### src/hw/rtl/ils_pkg.sv
// shared types and constants for the indexed list store
`timescale 1ns / 1ps

package ils_pkg;

   // fixed field widths
   localparam int OP_W     = 3;
   localparam int IDX_W    = 7;
   localparam int DATA_W   = 32;
   localparam int STATUS_W = 2;
   localparam int COUNT_W  = 7;
   localparam int CAP_W    = 7;

   // stream payload widths, padded to whole bytes
   localparam int REQ_TDATA_W = 48;
   localparam int RSP_TDATA_W = 48;

   // store defaults
   localparam int         DEPTH_DEFAULT = 64;
   localparam logic [6:0] CAP_RESET     = 7'd64;

   // operation codes
   typedef enum logic [2:0] {
      OP_PUSH_BACK  = 3'd0,
      OP_PUSH_FRONT = 3'd1,
      OP_INSERT     = 3'd2,
      OP_POP_BACK   = 3'd3,
      OP_POP_FRONT  = 3'd4,
      OP_REMOVE     = 3'd5,
      OP_GET        = 3'd6,
      OP_CLEAR      = 3'd7
   } op_type;

   // result status codes
   typedef enum logic [1:0] {
      ST_OK     = 2'd0,
      ST_EMPTY  = 2'd1,
      ST_FULL   = 2'd2,
      ST_BADIDX = 2'd3
   } status_type;

   // sequencer states
   typedef enum logic [4:0] {
      S_IDLE   = 5'b00001,
      S_SHIFT  = 5'b00010,
      S_DRAIN  = 5'b00100,
      S_FINISH = 5'b01000,
      S_RESP   = 5'b10000
   } state_type;

endpackage

### src/hw/rtl/indexed_list_store_core.sv
// ordered list store with insert/remove shifting through a registered-read store
// steps: a rejected op or clear goes from idle straight to the result state, an append
// through finish, and an op that reads n stored entries through shift, drain and finish
// (get and pop back 1, pop front cnt, insert and remove cnt - index, n up to DEPTH)
// throughput: one transaction at a time; the next request is taken once the result loads
// reset: count cleared, capacity set to 64, stored words left undefined
`timescale 1ns / 1ps

module indexed_list_store_core
   import ils_pkg::*;
#(
   parameter int DEPTH = DEPTH_DEFAULT
) (
   input  logic                   clock,
   input  logic                   reset,
   // request channel
   input  logic                   req_tvalid,
   output logic                   req_tready,
   input  logic [REQ_TDATA_W-1:0] req_tdata,   // operation[2:0], index[9:3], value[41:10]
   // result channel
   output logic                   rsp_tvalid,
   input  logic                   rsp_tready,
   output logic [RSP_TDATA_W-1:0] rsp_tdata,   // status[1:0], read_value[33:2], count[40:34]
   // capacity register write
   input  logic                   csr_wr_en,
   input  logic [CAP_W-1:0]       csr_wr_data
);

   localparam int AW = $clog2(DEPTH);
   localparam int CW = $clog2(DEPTH + 1);
   localparam int W  = (CW > IDX_W) ? CW : IDX_W;

   // registers
   state_type         state_ff, state_in;
   logic [CAP_W-1:0]  cap_ff;
   logic [CW-1:0]     count_ff, count_in;
   logic              ins_ff, ins_in;
   logic              get_ff, get_in;
   logic [AW-1:0]     pos_ff, pos_in;
   logic [AW-1:0]     ptr_ff, ptr_in;
   logic [AW-1:0]     end_ff, end_in;
   logic [DATA_W-1:0] value_ff, value_in;
   status_type        status_ff, status_in;
   logic [DATA_W-1:0] readv_ff, readv_in;
   logic              rd_vld_ff;
   logic [AW-1:0]     rd_addr_ff;
   logic [DATA_W-1:0] rd_data_ff;
   logic              rsp_valid_ff, rsp_valid_in;
   logic [RSP_TDATA_W-1:0] rsp_data_ff, rsp_data_in;

   // store
   logic [DATA_W-1:0] mem_ff [DEPTH];
   logic              mem_we;
   logic [AW-1:0]     mem_waddr;
   logic [DATA_W-1:0] mem_wdata;
   logic              rd_en;

   // request decode
   op_type         req_op;
   logic [W-1:0]   idx_w;
   logic [W-1:0]   cnt_w;
   logic [W-1:0]   cap_eff;
   logic [W-1:0]   ins_pos;
   logic [W-1:0]   rm_pos;
   logic           req_fire;
   logic           capture;
   logic [AW-1:0]  ptr_step;

   assign req_op   = op_type'(req_tdata[2:0]);
   assign idx_w    = W'(req_tdata[9:3]);
   assign cnt_w    = W'(count_ff);
   assign cap_eff  = (W'(cap_ff) > W'(DEPTH)) ? W'(DEPTH) : W'(cap_ff);
   assign req_fire = req_tvalid && req_tready;

   assign req_tready = (state_ff == S_IDLE);
   assign rsp_tvalid = rsp_valid_ff;
   assign rsp_tdata  = rsp_data_ff;

   // target position per operation
   always_comb begin
      if (req_op == OP_PUSH_BACK) begin
         ins_pos = cnt_w;
      end else if (req_op == OP_PUSH_FRONT) begin
         ins_pos = '0;
      end else begin
         ins_pos = idx_w;
      end
      if (req_op == OP_POP_BACK) begin
         rm_pos = cnt_w - W'(1);
      end else if (req_op == OP_POP_FRONT) begin
         rm_pos = '0;
      end else begin
         rm_pos = idx_w;
      end
   end

   // shared address stepper: down for insert, up for remove
   assign ptr_step = ins_ff ? (ptr_ff - AW'(1)) : (ptr_ff + AW'(1));

   // first read of a remove or get is the returned word, not a moved one
   assign capture = !ins_ff && (rd_addr_ff == pos_ff);

   // store write port
   always_comb begin
      mem_we    = 1'b0;
      mem_waddr = '0;
      mem_wdata = rd_data_ff;
      if (((state_ff == S_SHIFT) || (state_ff == S_DRAIN)) && rd_vld_ff && !capture) begin
         mem_we    = 1'b1;
         mem_waddr = ins_ff ? (rd_addr_ff + AW'(1)) : (rd_addr_ff - AW'(1));
      end else if ((state_ff == S_FINISH) && ins_ff) begin
         mem_we    = 1'b1;
         mem_waddr = pos_ff;
         mem_wdata = value_ff;
      end
   end

   assign rd_en = (state_ff == S_SHIFT);

   // sequencer
   always_comb begin
      state_in     = state_ff;
      count_in     = count_ff;
      ins_in       = ins_ff;
      get_in       = get_ff;
      pos_in       = pos_ff;
      ptr_in       = ptr_ff;
      end_in       = end_ff;
      value_in     = value_ff;
      status_in    = status_ff;
      readv_in     = readv_ff;
      rsp_valid_in = rsp_valid_ff && !rsp_tready;
      rsp_data_in  = rsp_data_ff;

      if (((state_ff == S_SHIFT) || (state_ff == S_DRAIN)) && rd_vld_ff && capture) begin
         readv_in = rd_data_ff;
      end

      unique case (state_ff)
         S_IDLE: begin
            if (req_fire) begin
               value_in  = req_tdata[41:10];
               readv_in  = '0;
               status_in = ST_OK;
               get_in    = (req_op == OP_GET);
               unique case (req_op) inside
                  OP_PUSH_BACK, OP_PUSH_FRONT, OP_INSERT: begin
                     ins_in = 1'b1;
                     pos_in = AW'(ins_pos);
                     ptr_in = AW'(cnt_w - W'(1));
                     end_in = AW'(ins_pos);
                     if (cnt_w >= cap_eff) begin
                        status_in = ST_FULL;
                        state_in  = S_RESP;
                     end else if (ins_pos > cnt_w) begin
                        status_in = ST_BADIDX;
                        state_in  = S_RESP;
                     end else if (ins_pos == cnt_w) begin
                        state_in = S_FINISH;
                     end else begin
                        state_in = S_SHIFT;
                     end
                  end
                  OP_POP_BACK, OP_POP_FRONT, OP_REMOVE, OP_GET: begin
                     ins_in = 1'b0;
                     pos_in = AW'(rm_pos);
                     ptr_in = AW'(rm_pos);
                     end_in = (req_op == OP_GET) ? AW'(rm_pos) : AW'(cnt_w - W'(1));
                     if (cnt_w == '0) begin
                        status_in = ST_EMPTY;
                        state_in  = S_RESP;
                     end else if (rm_pos >= cnt_w) begin
                        status_in = ST_BADIDX;
                        state_in  = S_RESP;
                     end else begin
                        state_in = S_SHIFT;
                     end
                  end
                  default: begin
                     count_in = '0;
                     state_in = S_RESP;
                  end
               endcase
            end
         end
         S_SHIFT: begin
            if (ptr_ff == end_ff) begin
               state_in = S_DRAIN;
            end else begin
               ptr_in = ptr_step;
            end
         end
         S_DRAIN: begin
            state_in = S_FINISH;
         end
         S_FINISH: begin
            if (ins_ff) begin
               count_in = count_ff + CW'(1);
            end else if (!get_ff) begin
               count_in = count_ff - CW'(1);
            end
            state_in = S_RESP;
         end
         S_RESP: begin
            if (!rsp_valid_ff || rsp_tready) begin
               rsp_valid_in = 1'b1;
               rsp_data_in  = RSP_TDATA_W'({COUNT_W'(count_ff), readv_ff, status_ff});
               state_in     = S_IDLE;
            end
         end
         default: begin
            state_in = S_IDLE;
         end
      endcase
   end

   // control registers
   always_ff @(posedge clock) begin
      if (reset) begin
         state_ff     <= S_IDLE;
         count_ff     <= '0;
         cap_ff       <= CAP_RESET;
         rsp_valid_ff <= 1'b0;
         rd_vld_ff    <= 1'b0;
      end else begin
         state_ff     <= state_in;
         count_ff     <= count_in;
         rsp_valid_ff <= rsp_valid_in;
         rd_vld_ff    <= rd_en;
         if (csr_wr_en) begin
            cap_ff <= csr_wr_data;
         end
      end
   end

   // payload registers
   always_ff @(posedge clock) begin
      ins_ff      <= ins_in;
      get_ff      <= get_in;
      pos_ff      <= pos_in;
      ptr_ff      <= ptr_in;
      end_ff      <= end_in;
      value_ff    <= value_in;
      status_ff   <= status_in;
      readv_ff    <= readv_in;
      rsp_data_ff <= rsp_data_in;
      rd_addr_ff  <= ptr_ff;
   end

   // store write and registered read
   always_ff @(posedge clock) begin
      if (mem_we) begin
         mem_ff[mem_waddr] <= mem_wdata;
      end
   end

   always_ff @(posedge clock) begin
      if (rd_en) begin
         rd_data_ff <= mem_ff[ptr_ff];
      end
   end

   // checks
   a_count_bound: assert property (@(posedge clock) disable iff (reset)
      count_ff <= CW'(DEPTH))
      else $error("list count above store depth");

   a_rd_after_shift: assert property (@(posedge clock) disable iff (reset)
      rd_vld_ff |-> ($past(state_ff) == S_SHIFT))
      else $error("read data valid without a shift read");

   a_busy_after_accept: assert property (@(posedge clock) disable iff (reset)
      req_fire |=> (state_ff != S_IDLE))
      else $error("sequencer idle right after accepting a transaction");

   a_no_write_idle: assert property (@(posedge clock) disable iff (reset)
      ((state_ff == S_IDLE) || (state_ff == S_RESP)) |-> !mem_we)
      else $error("store written outside an operation");

   a_count_step: assert property (@(posedge clock) disable iff (reset)
      (state_ff == S_SHIFT) |=> $stable(count_ff))
      else $error("count changed during a shift");

endmodule

### config.mk
export PLATFORM = sky130hd
export DESIGN_NAME = indexed_list_store_core
export DESIGN_NICKNAME = d
export VERILOG_FILES = /design/src/hw/rtl/ils_pkg.sv /design/src/hw/rtl/indexed_list_store_core.sv
export SDC_FILE = /design/constraint.sdc
export NUM_CORES = 2
export LEC_CHECK = 0
export BUFFER_PORTS_ARGS = -buffer_cell sky130_fd_sc_hd__clkbuf_2
export CORE_UTILIZATION = 60
export CTS_CLUSTER_DIAMETER = 80
export DETAILED_ROUTE_END_ITERATION = 7
export GPL_ROUTABILITY_DRIVEN = 0
export PLACE_DENSITY = 0.78
export RECOVER_POWER = 50
export SLEW_MARGIN = 10
export SYNTH_ARGS = -nofsm -noshare
export SYNTH_HDL_FRONTEND = slang
export SYNTH_SLANG_ARGS = --single-unit
### constraint.sdc
create_clock -name clock -period 7.1 [get_ports clock]
set_input_delay 2.13 -clock clock [delete_from_list [all_inputs] [get_ports clock]]
set_output_delay 2.13 -clock clock [all_outputs]
set_load 0.02 [all_outputs]
==> flow_summary.html <==
<table>
<tr><th>Metric</th><th>Value</th></tr>
<tr><th colspan="2">Status</th></tr>
<tr><td>Run status</td><td>finished, violations left</td></tr>
<tr><td>Violations in the final reports</td><td>DRC, capacitance limit, slew limit</td></tr>
<tr><th colspan="2">Logic synthesis</th></tr>
<tr><td>Area of the mapped netlist</td><td>0.0867 mm²</td></tr>
<tr><td>Count of flip-flops with a built-in enable after synthesis</td><td>2,175</td></tr>
<tr><td>Top cell type's share of synthesized area</td><td>0.754</td></tr>
<tr><td>Yosys warning count</td><td>0</td></tr>
<tr><td>Async set-or-reset flop fraction in the synthesized netlist</td><td>0</td></tr>
<tr><td>Synth Area per Inst</td><td>21.8 µm²</td></tr>
<tr><td>Largest cells by area after synthesis</td><td>edfxtp_1 75%, mux4_2 15%, mux2i_1 1.4%</td></tr>
<tr><td>Cell type contributing the most total cell area after synthesis</td><td>edfxtp_1</td></tr>
<tr><td>FF+latch count, synth</td><td>2,234</td></tr>
<tr><td>Synthesized instance count</td><td>3,971</td></tr>
<tr><td>Synth cell types</td><td>70</td></tr>
<tr><td>Most used flip-flop cell after synthesis</td><td>edfxtp_1</td></tr>
<tr><td>Sequential cell area fraction in the yosys report</td><td>0.767</td></tr>
<tr><th colspan="2">Cells and area</th></tr>
<tr><td>Synthesis-to-finish area growth</td><td>11.3%</td></tr>
<tr><td>Area taken by flip-flops and latches</td><td>0.0665 mm²</td></tr>
<tr><td>Share of layout cells above drive strength 1</td><td>0.261</td></tr>
<tr><td>Final instance area</td><td>0.0964 mm²</td></tr>
<tr><td>Area taken by multi-input logic gates</td><td>0.0194 mm²</td></tr>
<tr><td>Final Net Count</td><td>4,276</td></tr>
<tr><td>Layout filler cell count</td><td>8,510</td></tr>
<tr><th colspan="2">Global route</th></tr>
<tr><td>Vias in the first global route</td><td>43,400</td></tr>
<tr><td>Total Routing Usage GR</td><td>0.306</td></tr>
<tr><td>Initial antenna violation count</td><td>8</td></tr>
<tr><td>First-pass GRT wire length</td><td>312,000 µm</td></tr>
<tr><td>Maximum number of pins on one net before global-route repair</td><td>135</td></tr>
<tr><td>Overflow left after global routing</td><td>0</td></tr>
<tr><th colspan="2">Routing</th></tr>
<tr><td>Vias</td><td>43,600</td></tr>
<tr><td>Number of routed nets with antenna violations</td><td>0</td></tr>
<tr><td>Via/cell ratio</td><td>6.96</td></tr>
<tr><td>First drt pass iteration count</td><td>8</td></tr>
<tr><td>Iter 0 DRT Violations</td><td>6,257</td></tr>
<tr><td>Total wire length after detailed routing</td><td>221,000 µm</td></tr>
<tr><td>Residual DRC</td><td>1</td></tr>
<tr><td>Wire per inst</td><td>35.2 µm</td></tr>
<tr><th colspan="2">Power and ir drop</th></tr>
<tr><td>Largest voltage drop on the vdd net</td><td>217 µV</td></tr>
<tr><td>Fraction of power spent switching nets</td><td>0.222</td></tr>
<tr><td>Static power due to leakage</td><td>30.8 nW</td></tr>
<tr><td>Switching power</td><td>6.07 mW</td></tr>
<tr><td>Part of the power in combinational logic</td><td>0.075</td></tr>
<tr><td>Clock share of power</td><td>0.399</td></tr>
<tr><td>Seq pwr share</td><td>0.526</td></tr>
<tr><td>Internal power of the cells</td><td>21.3 mW</td></tr>
<tr><td>Cell area power density</td><td>284 mW/mm²</td></tr>
<tr><th colspan="2">CTS</th></tr>
<tr><td>Count of buffers added by post-CTS timing repair for setup</td><td>0</td></tr>
<tr><td>Clock input transition at the sequential cells of the worst setup and hold paths</td><td>0.06 ns</td></tr>
<tr><td>Post-cts hold buffer count</td><td>0</td></tr>
<tr><td>Clock root cell</td><td>clkbuf_16</td></tr>
<tr><td>Number of clock buffers inserted by TritonCTS</td><td>208</td></tr>
<tr><td>Buffers from clock root to sink, at most</td><td>3</td></tr>
<tr><td>Post-CTS sizing</td><td>0</td></tr>
<tr><td>Worst-Skew Late Latency</td><td>0.83 ns</td></tr>
<tr><td>Sinks on the clock net</td><td>2,234</td></tr>
<tr><td>CTS H-tree depth</td><td>4</td></tr>
<tr><td>CTS tree</td><td>yes</td></tr>
<tr><th colspan="2">Die</th></tr>
<tr><td>Core outline area</td><td>0.143 mm²</td></tr>
<tr><td>Starting density of the core</td><td>0.604</td></tr>
<tr><td>Horizontal extent of the die</td><td>382 µm</td></tr>
<tr><td>I/O pin cnt</td><td>110</td></tr>
<tr><td>Overall die height</td><td>382 µm</td></tr>
<tr><td>Site row count</td><td>139</td></tr>
<tr><td>Floorplan die area</td><td>0.146 mm²</td></tr>
<tr><th colspan="2">Hold path</th></tr>
<tr><td>Worst hold path type</td><td>register to register</td></tr>
<tr><td>Worst hold path stage count</td><td>0</td></tr>
<tr><th colspan="2">Critical path</th></tr>
<tr><td>Element type at the critical path end</td><td>register</td></tr>
<tr><td>Critical path fanouts, max</td><td>65</td></tr>
<tr><td>Category of the critical setup timing path</td><td>register to register</td></tr>
<tr><td>Critical Path AT</td><td>6.08 ns</td></tr>
<tr><td>R2R cell count</td><td>6</td></tr>
<tr><td>Data required time at the worst endpoint</td><td>7.38 ns</td></tr>
<tr><td>Critical path launch point type</td><td>register</td></tr>
<tr><th colspan="2">Timing</th></tr>
<tr><td>Highest clock rate</td><td>172 MHz</td></tr>
<tr><td>Largest clock skew in the final design</td><td>0.0387 ns</td></tr>
<tr><td>Worst hold margin</td><td>0.424 ns</td></tr>
<tr><td>Minimum clock period</td><td>5.80 ns</td></tr>
<tr><td>Tightest Pin Transition</td><td>4.76 ns</td></tr>
<tr><td>Fraction of the cycle the final worst path needs</td><td>0.817</td></tr>
<tr><td>Number of endpoints with negative hold slack in the final report</td><td>0</td></tr>
<tr><td>Final setup viols</td><td>0</td></tr>
<tr><td>Number of slew-limit violations in the final report</td><td>2,025</td></tr>
<tr><td>Final worst setup slack</td><td>1.30 ns</td></tr>
<tr><td>Setup TNS</td><td>0 ns</td></tr>
<tr><td>Setup repair after global routing missed its margin</td><td>no</td></tr>
<tr><td>Worst slew margin relative to its limit</td><td>-2.18</td></tr>
<tr><th colspan="2">Placement</th></tr>
<tr><td>Half-perimeter wire length after detailed placement</td><td>112,000 µm</td></tr>
<tr><td>Placed Instance Area</td><td>0.0900 mm²</td></tr>
<tr><td>Pre-CTS setup slack</td><td>2.31 ns</td></tr>
<tr><td>I/O Buffers</td><td>96</td></tr>
<tr><th colspan="2">Flow run</th></tr>
<tr><td>Number of maximum-capacitance violations</td><td>34</td></tr>
</table>
per-layer routing:
metal  global-route usage  wire (µm)  up-vias
met5                    0        135        -
met4                0.147      12100       10
met3               0.0828      27300      631
met2                0.479     106000     3171
met1                0.404      75200    22700
li1                     -          -    17100
cells by family (layout without fill, tap and decap cells):
group / Yosys count / count (layout) / share of synthesized area
compound gates: 275 / 275 / 0.0211
simple gates: 440 / 440 / 0.0240
buf+inv: 246 / 629 / 0.0133
fa+ha+maj: 34 / 34 / 0.00508
other cells: 1 / 13 / 0.0000433
xor+xnor: 33 / 33 / 0.00342
mux: 708 / 708 / 0.166
flops: 2234 / 2234 / 0.767
synthesized netlist by cell type (27+ instances only):
cell	n
dfxtp_1	59
nor3_1	49
mux4_2	581
clkbuf_1	92
ha_1	32
o22ai_1	40
edfxtp_1	2175
inv_1	27
mux2i_1	123
nor2_1	100
nand2_1	167
a21oi_1	40
a22oi_1	44
buf_2	73
o21ai_0	47
layout by cell type, fill, tap and decap left out, drive strengths merged, types with 17 or more instances in the layout:
master     n
clkbuf   383
xnor2     24
a31oi     17
nor3      59
a221oi    24
o21ai     53
a21oi     40
a22oi     44
dfxtp     59
buf      106
mux2i    123
ha        32
nand2b    19
edfxtp  2175
nand3     24
clkinv    86
nand2    167
mux4     581
nor2     100
o22ai     40
inv       35
worst paths after layout:
| kind | start | to | slack [ns] |
|---|---|---|---|
| hold reg to reg | status_ff[1]$_DFFE_PP_ | rsp_tdata[1]$_DFFE_PP_ | 0.42 |
| hold / removal | status_ff[1]$_DFFE_PP_ | rsp_tdata[1]$_DFFE_PP_ | 0.42 |
| setup reg to reg | ins_ff$_DFFE_PP_ | mem_ff[0][1]$_DFFE_PP_ | 1.30 |
| setup / recovery | ins_ff$_DFFE_PP_ | mem_ff[0][1]$_DFFE_PP_ | 1.30 |
final cells by class:
cell class / instances / share of cell area
Multi-Input combinational cell: 1497 / 0.202
Antenna cell: 6 / 0.000156
Clock buffer: 277 / 0.0581
Sequential cell: 2234 / 0.690
Timing Repair Buffer: 212 / 0.0146
Tap cell: 1903 / 0.0247
Clock inverter: 111 / 0.0103
Inverter: 29 / 0.00113
power by group through the flow:
stage / Sequential [mW] / Clock (mW) / Combinational, mW
2_1_floorplan: 14.6 / 0 / 1.38
4_1_cts: 14.4 / 11.0 / 2.01
6_report: 14.4 / 10.9 / 2.06
3_5_place_dp: 14.7 / 0 / 1.98
5_1_grt: 14.4 / 11.5 / 2.12
3_3_place_gp: 14.7 / 0 / 1.94
metrics by stage:
stage	utilization	power (mW)	cells
after global placement	0.627	16.6	5874
after detailed placement	0.627	16.6	5874
after floorplan	-	16.0	3977
after CTS	0.673	27.4	6262
final	0.672	27.4	6269
after global routing	0.672	28.0	6263
registers in the layout, indices dropped and copies added (netlist names), 7 cells and up:
register / flops
rd_data_ff: 32
rsp_tdata: 41
cnt_w: 7
value_ff: 32
cap_ff: 7
readv_ff: 32
mem_ff: 2048
critical path, cell delays in order (launching register included):
cell	delay (ns)
edfxtp_1	0.33
clkbuf_1	0.94
inv_1	0.55
nor3_1	0.75
buf_4	0.63
nand2_1	0.22
nand2_1	1.74
Note: power is estimated with default switching activity, not from simulation.
